File: src/design/dss_pkg.sv
`timescale 1ns / 1ps
`default_nettype none

package dss_pkg;

    localparam int DEPTH_DEF  = 16;
    localparam int ADDR_MAX_W = 6;
    localparam int LEN_MAX_W  = 7;
    localparam int DATA_W     = 32;
    localparam int MODE_W     = 3;
    localparam int STAT_W     = 2;
    localparam int QDEPTH     = 4;
    localparam int Q_AW       = 2;

    localparam logic [MODE_W-1:0] MODE_PUSH_A = 3'd0;
    localparam logic [MODE_W-1:0] MODE_PUSH_B = 3'd1;
    localparam logic [MODE_W-1:0] MODE_POP_A  = 3'd2;
    localparam logic [MODE_W-1:0] MODE_POP_B  = 3'd3;
    localparam logic [MODE_W-1:0] MODE_DUMP_A = 3'd4;
    localparam logic [MODE_W-1:0] MODE_DUMP_B = 3'd5;

    localparam logic [STAT_W-1:0] STAT_OK        = 2'd0;
    localparam logic [STAT_W-1:0] STAT_OVERFLOW  = 2'd1;
    localparam logic [STAT_W-1:0] STAT_UNDERFLOW = 2'd2;
    localparam logic [STAT_W-1:0] STAT_EMPTY     = 2'd3;

    localparam logic [1:0] CMD_WRITE  = 2'd0;
    localparam logic [1:0] CMD_STATUS = 2'd1;
    localparam logic [1:0] CMD_READ   = 2'd2;

    typedef struct packed {
        logic [1:0]            kind;
        logic [ADDR_MAX_W-1:0] addr;
        logic [LEN_MAX_W-1:0]  len;
        logic                  down;
        logic [DATA_W-1:0]     value;
        logic [STAT_W-1:0]     status;
    } t_cmd;

endpackage

`default_nettype wire

File: src/design/dual_stack_shared_memory.sv
`timescale 1ns / 1ps
`default_nettype none
// Two stacks in one shared RAM of DEPTH words: stack A grows up from entry 0,
// stack B grows down from the top entry.
// Input channel (s_axis): tuser carries the mode (push A, push B, pop A,
// pop B, dump A, dump B), tdata the value to push. Unused modes are dropped.
// Output channel (m_axis): tdata is the popped or dumped word, tuser the
// status (ok, overflow, underflow, empty dump), tlast marks the final beat
// caused by one input beat. A dump gives one beat per element, an empty
// stack one empty-status beat.
// The front end classifies each beat and updates the stack counts in the
// accept cycle, then hands a command to a four-entry queue. The back end
// executes commands in order against the RAM.
// A push or error result goes to the output register as the back end takes
// it, a pop via the registered RAM read port. One push or error retires per
// cycle while the receiver is ready; one RAM read is in flight at a time.
// Input is accepted while the queue has room. When the receiver stalls,
// the output register holds its beat and the back end waits; the queue
// keeps taking input until it fills.
// Reset empties both stacks and the queue; RAM contents are not cleared.

module dual_stack_shared_memory
    import dss_pkg::*;
#(
    parameter int DEPTH = DEPTH_DEF
) (
    input  wire logic              i_clk,
    input  wire logic              i_rst_n,
    input  wire logic              i_s_axis_tvalid,
    output logic                   o_s_axis_tready,
    input  wire logic [DATA_W-1:0] i_s_axis_tdata,  // [31:0] push_value
    input  wire logic [MODE_W-1:0] i_s_axis_tuser,  // [2:0] mode
    output logic                   o_m_axis_tvalid,
    input  wire logic              i_m_axis_tready,
    output logic      [DATA_W-1:0] o_m_axis_tdata,  // [31:0] data_out
    output logic      [STAT_W-1:0] o_m_axis_tuser,  // [1:0] status
    output logic                   o_m_axis_tlast
);

    localparam int AW = $clog2(DEPTH);

    t_cmd              front_cmd;
    logic              front_push;
    logic              q_ready;
    logic              q_valid;
    t_cmd              q_cmd;
    logic              q_pop;
    logic              ram_we;
    logic [AW-1:0]     ram_waddr;
    logic [DATA_W-1:0] ram_wdata;
    logic              ram_re;
    logic [AW-1:0]     ram_raddr;
    logic [DATA_W-1:0] ram_rdata;

    dss_front #(
        .DEPTH(DEPTH)
    ) u_front (
        .i_clk    (i_clk),
        .i_rst_n  (i_rst_n),
        .i_valid  (i_s_axis_tvalid),
        .o_ready  (o_s_axis_tready),
        .i_mode   (i_s_axis_tuser),
        .i_value  (i_s_axis_tdata),
        .o_push   (front_push),
        .o_cmd    (front_cmd),
        .i_q_ready(q_ready)
    );

    dss_cmd_q u_cmd_q (
        .i_clk  (i_clk),
        .i_rst_n(i_rst_n),
        .i_push (front_push),
        .i_cmd  (front_cmd),
        .o_ready(q_ready),
        .o_valid(q_valid),
        .o_cmd  (q_cmd),
        .i_pop  (q_pop)
    );

    dss_back #(
        .DEPTH(DEPTH)
    ) u_back (
        .i_clk      (i_clk),
        .i_rst_n    (i_rst_n),
        .i_cmd_valid(q_valid),
        .i_cmd      (q_cmd),
        .o_cmd_pop  (q_pop),
        .o_we       (ram_we),
        .o_waddr    (ram_waddr),
        .o_wdata    (ram_wdata),
        .o_re       (ram_re),
        .o_raddr    (ram_raddr),
        .i_rdata    (ram_rdata),
        .o_valid    (o_m_axis_tvalid),
        .o_data     (o_m_axis_tdata),
        .o_status   (o_m_axis_tuser),
        .o_last     (o_m_axis_tlast),
        .i_ready    (i_m_axis_tready)
    );

    dss_ram #(
        .WIDTH(DATA_W),
        .DEPTH(DEPTH)
    ) u_ram (
        .i_clk  (i_clk),
        .i_we   (ram_we),
        .i_waddr(ram_waddr),
        .i_wdata(ram_wdata),
        .i_re   (ram_re),
        .i_raddr(ram_raddr),
        .o_rdata(ram_rdata)
    );

endmodule

`default_nettype wire

File: src/design/dss_ram.sv
`timescale 1ns / 1ps
`default_nettype none

module dss_ram #(
    parameter int WIDTH = 32,
    parameter int DEPTH = 16
) (
    input  wire logic                     i_clk,
    input  wire logic                     i_we,
    input  wire logic [$clog2(DEPTH)-1:0] i_waddr,
    input  wire logic [WIDTH-1:0]         i_wdata,
    input  wire logic                     i_re,
    input  wire logic [$clog2(DEPTH)-1:0] i_raddr,
    output logic      [WIDTH-1:0]         o_rdata
);

    logic [WIDTH-1:0] r_mem [DEPTH];

    always_ff @(posedge i_clk) begin
        if (i_we) begin
            r_mem[i_waddr] <= i_wdata;
        end
        if (i_re) begin
            o_rdata <= r_mem[i_raddr];
        end
    end

endmodule

`default_nettype wire

File: src/design/dss_front.sv
`timescale 1ns / 1ps
`default_nettype none

module dss_front
    import dss_pkg::*;
#(
    parameter int DEPTH = DEPTH_DEF
) (
    input  wire logic              i_clk,
    input  wire logic              i_rst_n,
    input  wire logic              i_valid,
    output logic                   o_ready,
    input  wire logic [MODE_W-1:0] i_mode,
    input  wire logic [DATA_W-1:0] i_value,
    output logic                   o_push,
    output t_cmd                   o_cmd,
    input  wire logic              i_q_ready
);

    localparam int AW = $clog2(DEPTH);
    localparam int CW = $clog2(DEPTH + 1);
    localparam logic [CW-1:0] DEPTH_C = CW'(DEPTH);

    logic [CW-1:0] r_cnt_a, n_cnt_a;
    logic [CW-1:0] r_cnt_b, n_cnt_b;
    logic          accept;
    logic          known;
    logic          full;
    logic [CW-1:0] a_top;
    logic [CW-1:0] b_next;
    logic [CW-1:0] b_top;

    assign o_ready = i_q_ready;
    assign accept  = i_valid && i_q_ready;
    assign full    = ({1'b0, r_cnt_a} + {1'b0, r_cnt_b}) >= {1'b0, DEPTH_C};
    assign a_top   = r_cnt_a - CW'(1);
    assign b_top   = DEPTH_C - r_cnt_b;
    assign b_next  = b_top - CW'(1);

    always_comb begin
        n_cnt_a      = r_cnt_a;
        n_cnt_b      = r_cnt_b;
        known        = 1'b1;
        o_cmd.kind   = CMD_STATUS;
        o_cmd.addr   = '0;
        o_cmd.len    = LEN_MAX_W'(1);
        o_cmd.down   = 1'b0;
        o_cmd.value  = i_value;
        o_cmd.status = STAT_OK;
        case (i_mode)
            MODE_PUSH_A: begin
                if (full) begin
                    o_cmd.status = STAT_OVERFLOW;
                end else begin
                    o_cmd.kind = CMD_WRITE;
                    o_cmd.addr = ADDR_MAX_W'(r_cnt_a[AW-1:0]);
                    n_cnt_a    = r_cnt_a + CW'(1);
                end
            end
            MODE_PUSH_B: begin
                if (full) begin
                    o_cmd.status = STAT_OVERFLOW;
                end else begin
                    o_cmd.kind = CMD_WRITE;
                    o_cmd.addr = ADDR_MAX_W'(b_next[AW-1:0]);
                    n_cnt_b    = r_cnt_b + CW'(1);
                end
            end
            MODE_POP_A: begin
                if (r_cnt_a == '0) begin
                    o_cmd.status = STAT_UNDERFLOW;
                end else begin
                    o_cmd.kind = CMD_READ;
                    o_cmd.addr = ADDR_MAX_W'(a_top[AW-1:0]);
                    n_cnt_a    = a_top;
                end
            end
            MODE_POP_B: begin
                if (r_cnt_b == '0) begin
                    o_cmd.status = STAT_UNDERFLOW;
                end else begin
                    o_cmd.kind = CMD_READ;
                    o_cmd.addr = ADDR_MAX_W'(b_top[AW-1:0]);
                    n_cnt_b    = r_cnt_b - CW'(1);
                end
            end
            MODE_DUMP_A: begin
                if (r_cnt_a == '0) begin
                    o_cmd.status = STAT_EMPTY;
                end else begin
                    o_cmd.kind = CMD_READ;
                    o_cmd.addr = ADDR_MAX_W'(a_top[AW-1:0]);
                    o_cmd.len  = LEN_MAX_W'(r_cnt_a);
                    o_cmd.down = 1'b1;
                end
            end
            MODE_DUMP_B: begin
                if (r_cnt_b == '0) begin
                    o_cmd.status = STAT_EMPTY;
                end else begin
                    o_cmd.kind = CMD_READ;
                    o_cmd.addr = ADDR_MAX_W'(b_top[AW-1:0]);
                    o_cmd.len  = LEN_MAX_W'(r_cnt_b);
                end
            end
            default: begin
                // drop unused modes
                known = 1'b0;
            end
        endcase
    end

    assign o_push = accept && known;

    always_ff @(posedge i_clk) begin
        if (!i_rst_n) begin
            r_cnt_a <= '0;
            r_cnt_b <= '0;
        end else if (accept) begin
            r_cnt_a <= n_cnt_a;
            r_cnt_b <= n_cnt_b;
        end
    end

endmodule

`default_nettype wire

File: src/design/dss_cmd_q.sv
`timescale 1ns / 1ps
`default_nettype none

module dss_cmd_q
    import dss_pkg::*;
(
    input  wire logic i_clk,
    input  wire logic i_rst_n,
    input  wire logic i_push,
    input  t_cmd      i_cmd,
    output logic      o_ready,
    output logic      o_valid,
    output t_cmd      o_cmd,
    input  wire logic i_pop
);

    t_cmd            r_slot [QDEPTH];
    logic [Q_AW-1:0] r_wptr;
    logic [Q_AW-1:0] r_rptr;
    logic [Q_AW:0]   r_cnt;
    logic            do_pop;

    assign o_ready = r_cnt != (Q_AW + 1)'(QDEPTH);
    assign o_valid = r_cnt != '0;
    assign o_cmd   = r_slot[r_rptr];
    assign do_pop  = i_pop && o_valid;

    always_ff @(posedge i_clk) begin
        if (i_push) begin
            r_slot[r_wptr] <= i_cmd;
        end
    end

    always_ff @(posedge i_clk) begin
        if (!i_rst_n) begin
            r_wptr <= '0;
            r_rptr <= '0;
            r_cnt  <= '0;
        end else begin
            if (i_push) begin
                r_wptr <= r_wptr + Q_AW'(1);
            end
            if (do_pop) begin
                r_rptr <= r_rptr + Q_AW'(1);
            end
            if (i_push && !do_pop) begin
                r_cnt <= r_cnt + (Q_AW + 1)'(1);
            end else if (do_pop && !i_push) begin
                r_cnt <= r_cnt - (Q_AW + 1)'(1);
            end
        end
    end

endmodule

`default_nettype wire

File: src/design/dss_back.sv
`timescale 1ns / 1ps
`default_nettype none

module dss_back
    import dss_pkg::*;
#(
    parameter int DEPTH = DEPTH_DEF
) (
    input  wire logic                     i_clk,
    input  wire logic                     i_rst_n,
    input  wire logic                     i_cmd_valid,
    input  t_cmd                          i_cmd,
    output logic                          o_cmd_pop,
    output logic                          o_we,
    output logic [$clog2(DEPTH)-1:0]      o_waddr,
    output logic [DATA_W-1:0]             o_wdata,
    output logic                          o_re,
    output logic [$clog2(DEPTH)-1:0]      o_raddr,
    input  wire logic [DATA_W-1:0]        i_rdata,
    output logic                          o_valid,
    output logic [DATA_W-1:0]             o_data,
    output logic [STAT_W-1:0]             o_status,
    output logic                          o_last,
    input  wire logic                     i_ready
);

    localparam int AW = $clog2(DEPTH);
    localparam int CW = $clog2(DEPTH + 1);

    logic              r_busy;
    logic [AW-1:0]     r_addr;
    logic [CW-1:0]     r_left;
    logic              r_down;
    logic              r_pend;
    logic              r_pend_last;
    logic              r_ovalid;
    logic [DATA_W-1:0] r_odata;
    logic [STAT_W-1:0] r_ostat;
    logic              r_olast;

    logic              slot_free;
    logic              take_head;
    logic              walk_step;
    logic              head_read;
    logic [CW-1:0]     head_len;
    logic [AW-1:0]     head_addr;

    // issue only when the output register is empty by the time read data lands
    assign slot_free = !r_pend && (!r_ovalid || i_ready);
    assign take_head = !r_busy && i_cmd_valid && slot_free;
    assign walk_step = r_busy && slot_free;
    assign head_read = i_cmd.kind == CMD_READ;
    assign head_len  = i_cmd.len[CW-1:0];
    assign head_addr = i_cmd.addr[AW-1:0];

    assign o_cmd_pop = take_head;
    assign o_we      = take_head && (i_cmd.kind == CMD_WRITE);
    assign o_waddr   = head_addr;
    assign o_wdata   = i_cmd.value;
    assign o_re      = (take_head && head_read) || walk_step;
    assign o_raddr   = r_busy ? r_addr : head_addr;

    assign o_valid  = r_ovalid;
    assign o_data   = r_odata;
    assign o_status = r_ostat;
    assign o_last   = r_olast;

    always_ff @(posedge i_clk) begin
        if (!i_rst_n) begin
            r_busy   <= 1'b0;
            r_pend   <= 1'b0;
            r_ovalid <= 1'b0;
        end else begin
            r_pend <= o_re;
            if (take_head && head_read) begin
                r_busy <= head_len != CW'(1);
            end else if (walk_step) begin
                r_busy <= r_left != CW'(1);
            end
            if (r_pend) begin
                r_ovalid <= 1'b1;
            end else if (take_head && !head_read) begin
                r_ovalid <= 1'b1;
            end else if (i_ready) begin
                r_ovalid <= 1'b0;
            end
        end
    end

    always_ff @(posedge i_clk) begin
        if (take_head && head_read) begin
            r_left      <= head_len - CW'(1);
            r_down      <= i_cmd.down;
            r_addr      <= i_cmd.down ? head_addr - AW'(1) : head_addr + AW'(1);
            r_pend_last <= head_len == CW'(1);
        end else if (walk_step) begin
            r_left      <= r_left - CW'(1);
            r_addr      <= r_down ? r_addr - AW'(1) : r_addr + AW'(1);
            r_pend_last <= r_left == CW'(1);
        end
        if (r_pend) begin
            r_odata <= i_rdata;
            r_ostat <= STAT_OK;
            r_olast <= r_pend_last;
        end else if (take_head && !head_read) begin
            r_odata <= '0;
            r_ostat <= i_cmd.status;
            r_olast <= 1'b1;
        end
    end

endmodule

`default_nettype wire
File: config.mk
export PLATFORM = sky130hd
export DESIGN_NAME = dual_stack_shared_memory
export DESIGN_NICKNAME = d
export VERILOG_FILES = /design/src/design/dss_pkg.sv /design/src/design/dual_stack_shared_memory.sv /design/src/design/dss_ram.sv /design/src/design/dss_front.sv /design/src/design/dss_cmd_q.sv /design/src/design/dss_back.sv
export SDC_FILE = /design/constraint.sdc
export NUM_CORES = 1
export LEC_CHECK = 0
export BUFFER_PORTS_ARGS = -buffer_cell sky130_fd_sc_hd__buf_2
export CAP_MARGIN = 0
export CORE_MARGIN = 3
export CORE_UTILIZATION = 56
export CTS_CLUSTER_DIAMETER = 80
export CTS_CLUSTER_SIZE = 14
export DETAILED_ROUTE_END_ITERATION = 6
export GPL_TIMING_DRIVEN = 0
export PLACE_DENSITY = 0.87
export SLEW_MARGIN = 20
export SYNTH_ARGS = -nofsm -noshare
export SYNTH_HDL_FRONTEND = slang
export SYNTH_SLANG_ARGS = --single-unit
File: constraint.sdc
create_clock -name i_clk -period 3.27 [get_ports i_clk]
set_input_delay 0.4905 -clock i_clk [delete_from_list [all_inputs] [get_ports i_clk]]
set_output_delay 0.4905 -clock i_clk [all_outputs]
set_load 0.05 [all_outputs]
* Word level (Yosys, flattened, before mapping)
Memory sizes are Yosys's and may differ from the RTL's. A register that Yosys moved wholly into a read port is not among the register bits.
Cells that the tools add are included.
W data, S select, Z words.
** Cells by class
- Add/subtract/negate cells :: 17
- Reductions and logical operators :: 35
- Mux-type cells :: 48
- Magnitude comparators :: 1
- Eq/ne operators :: 15
** Operators by type and width (number)
- $mux W32 :: 2
- $pmux W8 S6 :: 1
- $mux W5 :: 6
- $mux W4 :: 5
- $pmux W5 S2 :: 2
- $sub A5 B1 Y5 const B :: 4
- $mux W1 :: 16
- $mux W16 :: 1
- $mux W8 :: 2
- $mux W15 :: 1
- $mux W7 :: 2
- $pmux W7 S2 :: 1
- $logic_and A1 B1 Y1 :: 12
- $mux W2 :: 6
- $sub A4 B1 Y4 const B :: 3
- $add A5 B1 Y5 const B :: 2
- $eq A5 B1 Y1 const B :: 2
- $logic_not A5 Y1 :: 2
- $ne A5 B1 Y1 const B :: 2
- $pmux W2 S5 :: 1
- $reduce_bool A2 Y1 :: 5
- $add A4 B1 Y4 const B :: 2
- $ne A2 B2 Y1 const B :: 4
- $reduce_and A4 Y1 :: 2
- 19 further kinds :: 30
** Word-level totals
- Bits in registers :: 66
- Memories kept :: 2
- Word-level logic and storage cells :: 133
- Memory bits (writable) :: 712
- Output and inout bits :: 37
** Memories
- u_ram.r_mem :: depth 16, bits a word 32, rd ports 1, clocked after memory_dff 1, write ports 1, RTL line dss_ram.sv:17 : logic [WIDTH-1:0] r_mem [DEPTH];
- u_cmd_q.r_slot :: depth 4, bits a word 50, rd ports 1, clocked after memory_dff 1, write ports 1, RTL line dss_cmd_q.sv:17 : t_cmd r_slot [QDEPTH];

* Logic depth before layout (Yosys ltp)
Gate-level depths: netlist of run 1.
- Depth after elaboration :: 8
- Mapped depth :: 10
- Gate-level depth less buffers :: 9

* By module
Synthesis of run 1 repeated with hierarchy kept, for this count alone.
** Unflattened totals
- Cell total of the unflattened synthesis :: 1538
- Area total of the unflattened synthesis :: 32027.0 µm²
** By module, submodules not included
- dss_ram :: instances 1, cells an instance 838, area an instance 20155.6 µm²
- dss_cmd_q :: instances 1, cells an instance 306, area an instance 7748.7 µm²
- dss_back :: instances 1, cells an instance 208, area an instance 2587.5 µm²
- dss_front :: instances 1, cells an instance 186, area an instance 1535.2 µm²

* Least setup slack after synthesis of run 1
No wires, ideal clock.
- Kind :: register to register
- Start :: register u_back.r_ovalid, in the netlist u_back.o_valid
- End :: memory u_ram.r_mem[0][0] (enable)
- Buffers on the path :: 0
- Stages on the path, launching flop included :: 7
- Period minus slack after synthesis :: 3.487 ns
- Slack :: -0.217 ns
- Arrival :: 3.066 ns
- Setup time :: 0.421 ns
- Cells stage by stage :: dfxtp_1 -> nor2b_1 -> nor4_1 -> inv_1 -> nor4_1 -> nand2b_1 -> nor2_1
** On the way
- Word-level cells in the longest chain between the ends :: 7
** RTL lines
- start, declared :: RTL line dss_back.sv:36 : logic r_ovalid;
- start signal, assigned :: RTL line dss_back.sv:72 : r_ovalid <= 1'b0;
- start signal, assigned :: RTL line dss_back.sv:81 : r_ovalid <= 1'b1;
- start signal, assigned :: RTL line dss_back.sv:83 : r_ovalid <= 1'b1;
- $logic_not A1 Y1 :: RTL line dss_back.sv:49 : assign slot_free = !r_pend && (!r_ovalid || i_ready);
- $logic_or A1 B1 Y1 :: RTL line dss_back.sv:49
- $logic_and A1 B1 Y1 :: RTL line dss_back.sv:49
- $logic_and A1 B1 Y1 :: RTL line dss_back.sv:50 : assign take_head = !r_busy && i_cmd_valid && slot_free;
- $logic_and A1 B1 Y1 :: RTL line dss_back.sv:57 : assign o_we = take_head && (i_cmd.kind == CMD_WRITE);
- $mux W1 :: RTL line dss_ram.sv:20 : if (i_we) begin
- $mux W1 (implied by the code) :: RTL line dss_ram.sv:21 : r_mem[i_waddr] <= i_wdata;
- end, declared :: RTL line dss_ram.sv:17
No other way between the ends.

==> results of run 1 <==
## synthesized netlist by cell type (4+ instances only)
library cell	instances	area share, %
edfxtp_1	772	74
nand2_1	314	3.8
a21oi_1	211	3.4
mux2i_1	82	2.6
a221oi_1	64	1.8
a32oi_1	64	1.8
clkbuf_1	61	0.73
and2_1	46	0.92
mux4_2	46	3.3
buf_2	39	0.63
nor2_1	37	0.45
inv_1	25	0.30
dfxtp_1	24	1.5
ha_1	24	0.96
xnor2_1	20	0.56
nand2b_1	13	0.26
nor2b_1	10	0.20
nor3_1	10	0.16
o21ai_0	8	0.13
xor2_1	8	0.22
buf_6	7	0.25
buf_4	6	0.14
or3_1	5	0.10
a21o_1	4	0.096
fa_1	4	0.26
## metal layers
metal / global-route usage (%) / up-vias / part of all wire [%]
met5: 0 / - / 0.034
met4: 13.2 / 4 / 5.3
met3: 5.27 / 325 / 11
met2: 41.9 / 1511 / 49
met1: 31.5 / 9336 / 35
li1: - / 7855 / -
## state kept, by name, summed over array words and instances, names as in the netlist, 3 cells and up, named ones only
signal / flops
u_front.r_cnt_a: 5
u_ram.r_mem: 512
u_cmd_q.r_slot: 184
u_cmd_q.r_cnt: 3
u_back.o_data: 32
u_ram.o_rdata: 32
u_back.r_addr: 4
u_front.r_cnt_b: 5
u_back.r_left: 5
## logic make-up (layout without fill, tap and decap cells)
logic type	Yosys count	after routing	share of synthesized area, %
DFF	796	796	75.8
muxes	130	130	6.07
adders and majority gates	28	28	1.22
other	0	2	0
xor gates and xnor gates	28	28	0.786
buffers and inverters	141	343	2.09
AOI/OAI and AO/OA	378	378	7.88
and+or+nand+nor	447	447	6.13
## final cells by class
class	instances	area [sq um]
diodes	2	5.00
plain buffers	116	566
clock buffers	81	1770
clock inverters	3	21.3
fillers	3442	19200
inverters	25	93.8
multi-input cells	1011	7040
flip-flops and latches	796	23700
well taps	739	925
repair buffers	118	1210
## through the flow
step                utilization, %  TNS, ps  instances
floorplan                        -   -95290       1948
global placement              59.7  -782080       2760
detailed placement            60.9    -2590       2779
CTS                           64.2        0       2865
global route                  64.8     -728       2890
finish                        64.8    -28.2       2891
## how the worst max path moves through the flow
| stage | to | cells past startpoint | start |
|---|---|---|---|
| after global routing | u_ram.r_mem[5][22]$_DFFE_PP_ | 8 | u_back.r_busy$_SDFFE_PN0P_ |
| after detailed placement | u_ram.r_mem[1][12]$_DFFE_PP_ | 8 | i_m_axis_tready |
| after floorplan | u_ram.r_mem[0][0]$_DFFE_PP_ | 6 | u_back.o_valid$_SDFFE_PN0P_ |
| final | u_ram.o_rdata[0]$_DFFE_PP_ | 9 | flip-flop |
| after global placement | u_ram.r_mem[4][13]$_DFFE_PP_ | 7 | i_m_axis_tready |
| after CTS | u_ram.r_mem[1][22]$_DFFE_PP_ | 7 | u_back.r_busy$_SDFFE_PN0P_ |
## timing repair
item | CTS | global route
gates resized for setup | 0 | 11
setup endpoints to repair | 19 | 280
buffers inserted | 2 | 24
pin swaps | 3 | 12
## report_power, final
part | total (W) | internal, W | switching, W
sequential | 0.0135 | 0.0132 | 0.000282
combinational | 0.0113 | 0.00306 | 0.00820
clock | 0.00723 | 0.00379 | 0.00345
total | 0.0320 | 0.0201 | 0.0119
## critical path, delay by kind of cell, from the launching register on
family | cells | cell delay [ps]
flops | 1 | 340
mux | 2 | 990
simple gates | 2 | 430
compound gates | 2 | 410
buf+inv | 3 | 810
## cells in the final DEF, fill, tap and decap left out, types with 4 or more instances in the layout
| master | count |
|---|---|
| a32oi_1 | 64 |
| nor2_1 | 21 |
| nor2_4 | 16 |
| fa_1 | 4 |
| inv_1 | 25 |
| xor2_1 | 8 |
| and2_4 | 4 |
| nor2b_1 | 10 |
| nand2b_1 | 12 |
| ha_1 | 24 |
| xnor2_1 | 20 |
| a21oi_1 | 211 |
| edfxtp_1 | 772 |
| buf_2 | 112 |
| and2_1 | 42 |
| clkbuf_1 | 68 |
| buf_16 | 17 |
| buf_12 | 13 |
| mux2i_1 | 82 |
| or3_1 | 5 |
| nor3_1 | 10 |
| buf_6 | 7 |
| clkbuf_16 | 69 |
| nand2_1 | 313 |
| clkbuf_2 | 5 |
| a21o_1 | 4 |
| buf_4 | 21 |
| o21ai_0 | 8 |
| a221oi_1 | 64 |
| dfxtp_1 | 24 |
| mux4_2 | 46 |
==> results.json, run 1 <==
{
  "status": "complete, but fails checks",
  "violations": "negative setup slack",
  "fmax_mhz": 303,
  "place_area_sq_mm": 0.0331,
  "cts_made_buffers": 66,
  "ys_ff_latch": 796,
  "period_share_pct": 101,
  "powerDensity_mw_per_mm2": 907,
  "cap_violations": 0,
  "fin_nets": 2201,
  "final_area_sq_mm": 0.0353,
  "worst_r2r_endpoint": "u_ram.o_rdata[0]$_DFFE_PP_",
  "clock_sinks": 796,
  "overflow": 0,
  "hold_viol": 0,
  "antenna_left": 0,
  "r2r_slack_ps": -30,
  "crit_required_ps": 3580,
  "grt_pass1_vias": 19200,
  "holdWs_ps": 94.6,
  "ctsHoldBuffers": 0,
  "cp.arrival_ps": 3600,
  "vias": 19000,
  "dieArea_sq_mm": 0.0586,
  "tightest_slew_ps": 1030,
  "synth-edff-count": 772,
  "rows": 85,
  "reg2reg_depth": 9,
  "ys_async_sr_fraction_pct": 0,
  "wl_mm": 79.1,
  "drive_above_1_share_pct": 15.0,
  "syn_inst": 1948,
  "crit_type": "reg2reg",
  "grtUsageTotal_pct": 25.2,
  "crit_chain": "buf_6 -> mux4_2 -> mux2_4 -> buf_2 -> clkbuf_1 -> nand2_1 -> a32oi_1 -> a21oi_1 -> nand2_1",
  "cts.path.max_buffers": 3,
  "fin_skew_ps": 24.6,
  "die_h_um": 242,
  "hp-start": "i_s_axis_tdata[18]",
  "design.core.area_sq_mm": 0.0545,
  "cpMostUsedCell": "nand2_1",
  "slew_headroom_pct": 30.9,
  "yosysUniqueCellTypes": 52,
  "boundaryPins": 76,
  "antenna_found_initial": 3,
  "cts_htree_levels": 3,
  "worst_slack_ps": -28.2,
  "min_path_cells": 1,
  "portBuffers": 73,
  "grt_pass1_wl_mm": 112,
  "routabilityCongestion": 0.882,
  "syn_nets": 2015,
  "setup_violations": 1,
  "yosys_warnings": 0,
  "syn_to_final_growth_pct": 13.1,
  "period_needed_ps": 3300,
  "ys_seq_area_share_pct": 75.8,
  "crit_path_max_fanout": 10,
  "whs_endpoint": "u_cmd_q.r_slot[1][20]$_DFFE_PP_",
  "clkLatencyLatePin_ps": 620,
  "dr.pass1.iters": 7,
  "die_w_um": 242,
  "cp-start-kind": "flip-flop",
  "power.static_leakage_nw": 11.8,
  "cts.root.buffer_cell": "clkbuf_16",
  "cp_slowest_cell": "mux4_2",
  "initial_utilization_pct": 57.3,
  "drt-vias-per-instance": 6.58,
  "hold_path.class": "in2reg",
  "hpwlAfterDp_mm": 47.2,
  "synth-main-ff-cell": "edfxtp_1",
  "dp_worst_setup_slack_ps": -84.9,
  "critPathCaptureType": "flip-flop",
  "drv_slew": 0,
  "grt_max_degree": 47,
  "cts_tree": "done",
  "max_stage_delay_ps": 640,
  "drc": 0,
  "syn_area_per_cell_sq_um": 16.0,
  "drt_iter0_markers": 3241,
  "total_power_w": 0.0320,
  "synthesis.area_sq_mm": 0.0312,
  "vdd_drop_max_mv": 0.478,
  "clk_pin_slew_ps": 70,
  "avgRoutedWirePerCell_um": 27.4
}
No activity file was read; power rests on OpenSTA's default activity.
==> run 2, diff against run 1 <==
- CORE_MARGIN: 3 -> 8
==> results.json, run 2 (synthesized netlist as in run 1, its figures left out) <==
{
  "status": "complete, but fails checks",
  "violations": "design-rule violations, negative setup slack",
  "final_cell_mix": "772 x edfxtp_1, 313 x nand2_1, 211 x a21oi_1",
  "rows": 86,
  "design.core.area_sq_mm": 0.0551,
  "power.static_leakage_nw": 11.9,
  "fin_skew_ps": 34.9,
  "dieArea_sq_mm": 0.0635,
  "routabilityCongestion": 0.869,
  "hpwlAfterDp_mm": 47.9,
  "antenna_left": 0,
  "reg.largest.list": "u_ram.r_mem: 512 flops, u_cmd_q.r_slot: 184 flops",
  "cts.root.buffer_cell": "clkbuf_16",
  "regMostFlops": "u_ram.r_mem",
  "max_stage_delay_ps": 630,
  "period_share_pct": 107,
  "cts_htree_levels": 3,
  "total_power_w": 0.0323,
  "holdWs_ps": 113,
  "clockPowerShare_pct": 22.7,
  "overflow": 0,
  "fin_nets": 2195,
  "grt_pass1_wl_mm": 118,
  "die_h_um": 252,
  "setup_violations": 6,
  "dr.pass1.iters": 7,
  "fmax_mhz": 286,
  "drt_iter0_markers": 3238,
  "die_w_um": 252,
  "wl_mm": 80.8,
  "min_path_cells": 1,
  "p_switching_w": 0.0121,
  "cts_tree": "done",
  "cp.arrival_ps": 3930,
  "antenna_found_initial": 1,
  "portBuffers": 73,
  "crit_type": "reg2reg",
  "hold_viol": 0,
  "ctsHoldBuffers": 0,
  "initial_utilization_pct": 56.6,
  "crit_required_ps": 3700,
  "regArea_sq_mm": 0.0237,
  "clock_sinks": 796,
  "cp-start-kind": "flip-flop",
  "crit_chain": "buf_6 -> mux4_2 -> mux2i_1 -> buf_2 -> buf_2 -> nand2_1 -> a32oi_1 -> a21oi_1 -> nand2_1",
  "p_int_w": 0.0202,
  "critPathCaptureType": "flip-flop",
  "worst_slack_ps": -229,
  "tightest_slew_ps": 852,
  "clkLatencyLatePin_ps": 610,
  "drv_slew": 0,
  "drt-vias-per-instance": 6.71,
  "cts.path.max_buffers": 3,
  "cp_slowest_cell": "mux4_2",
  "hold_path.class": "in2reg",
  "vdd_drop_max_mv": 0.467,
  "vias": 19400,
  "num_antenna_cells": 0,
  "avgRoutedWirePerCell_um": 27.9,
  "powerDensity_mw_per_mm2": 913,
  "cap_violations": 0,
  "cts_made_buffers": 66,
  "drc": 7,
  "switching_share_pct": 37.4,
  "clk_pin_slew_ps": 70,
  "grt_max_degree": 47,
  "grt_pass1_vias": 19700,
  "syn_to_final_growth_pct": 13.2,
  "crit_path_max_fanout": 10,
  "pwr-share-seq_pct": 41.9,
  "reg2reg_depth": 9,
  "multi_input_area_sq_mm": 0.00706,
  "largest_reg_flops": 512,
  "drive_above_1_share_pct": 15.3,
  "power_frac_comb_pct": 35.5,
  "period_needed_ps": 3500,
  "layout_commonest_cell": "edfxtp_1",
  "slew_headroom_pct": 43.2,
  "boundaryPins": 76,
  "n_fill_cell": 3517,
  "grtUsageTotal_pct": 24.5,
  "rsz0062_at_grt": "true"
}
[run 2: cell types whose count changed in the layout (fill, tap and decap cells not counted), sizes merged]
cell | previous run | this run
inv | 27 | 26
clkbuf | 142 | 146
diode | 2 | 0
buf | 173 | 166
[run 2: power groups by stage]
| stage | clock (W) | combinational, W | sequential (W) |
|---|---|---|---|
| after floorplan | 0 | 0.00607 | 0.0145 |
| after global placement | 0 | 0.00986 | 0.0137 |
| after detailed placement | 0 | 0.0106 | 0.0137 |
| after CTS | 0.00725 | 0.0109 | 0.0135 |
| after global routing | 0.00765 | 0.0119 | 0.0136 |
| final | 0.00732 | 0.0114 | 0.0135 |
[run 2: path summary, 6_finish.rpt]
check | endpoint | slack [ps] | startpoint
worst max-delay path | u_ram.o_rdata[2]$_DFFE_PP_ | -230 | flip-flop
worst min register to register | u_back.o_status[1]$_SDFFE_PP0P_ | 510 | u_back.o_status[1]$_SDFFE_PP0P_
worst min-delay path | u_cmd_q.r_slot[1][25]$_DFFE_PP_ | 110 | i_s_axis_tdata[23]
worst max register to register | u_ram.o_rdata[2]$_DFFE_PP_ | -230 | flip-flop
[run 2: critical path, delay by kind of cell, from the launching register on]
family / cells / cell delay (ps)
buf+inv: 3 / 950
mux: 2 / 1020
compound gates: 2 / 610
simple gates: 2 / 390
flops: 1 / 350
[run 2: layer usage]
layer	global-route usage [%]	routed length, um	vias to the layer above
met4	13.0	4750	2
met2	40.9	39300	1735
met5	0	10	-
met3	5.40	9790	392
met1	29.7	27000	9458
li1	-	-	7841
[run 2: per-stage QoR]
stage               setup WS [ps]  setup TNS (ps)  instances  util (%)  area [sq um]
floorplan                    -217          -95290       1948         -         31200
global placement            -1860         -772100       2769      59.0         32500
detailed placement           -177           -6470       2789      60.2         33200
CTS                          16.7               0       2887      63.9         35200
global route                 -233            -822       2894      64.1         35300
finish                       -229            -423       2894      64.1         35300
[run 2: layout make-up]
| class | count | share of cell area [%] |
|---|---|---|
| timing repair buffer | 112 | 3.31 |
| buffer | 116 | 1.63 |
| multi-input combinational | 1011 | 20.0 |
| tap | 748 | 2.65 |
| inverter | 25 | 0.266 |
| clock buffer | 84 | 5.17 |
| sequential | 796 | 67.0 |
| clock inverter | 2 | 0.0354 |
[run 2: timing repair]
| item | in CTS | in global routing |
|---|---|---|
| resized for setup | 1 | 29 |
| endpoints found under the setup margin | 186 | 480 |
| pin swaps | 8 | 6 |
| setup buffers | 12 | 7 |
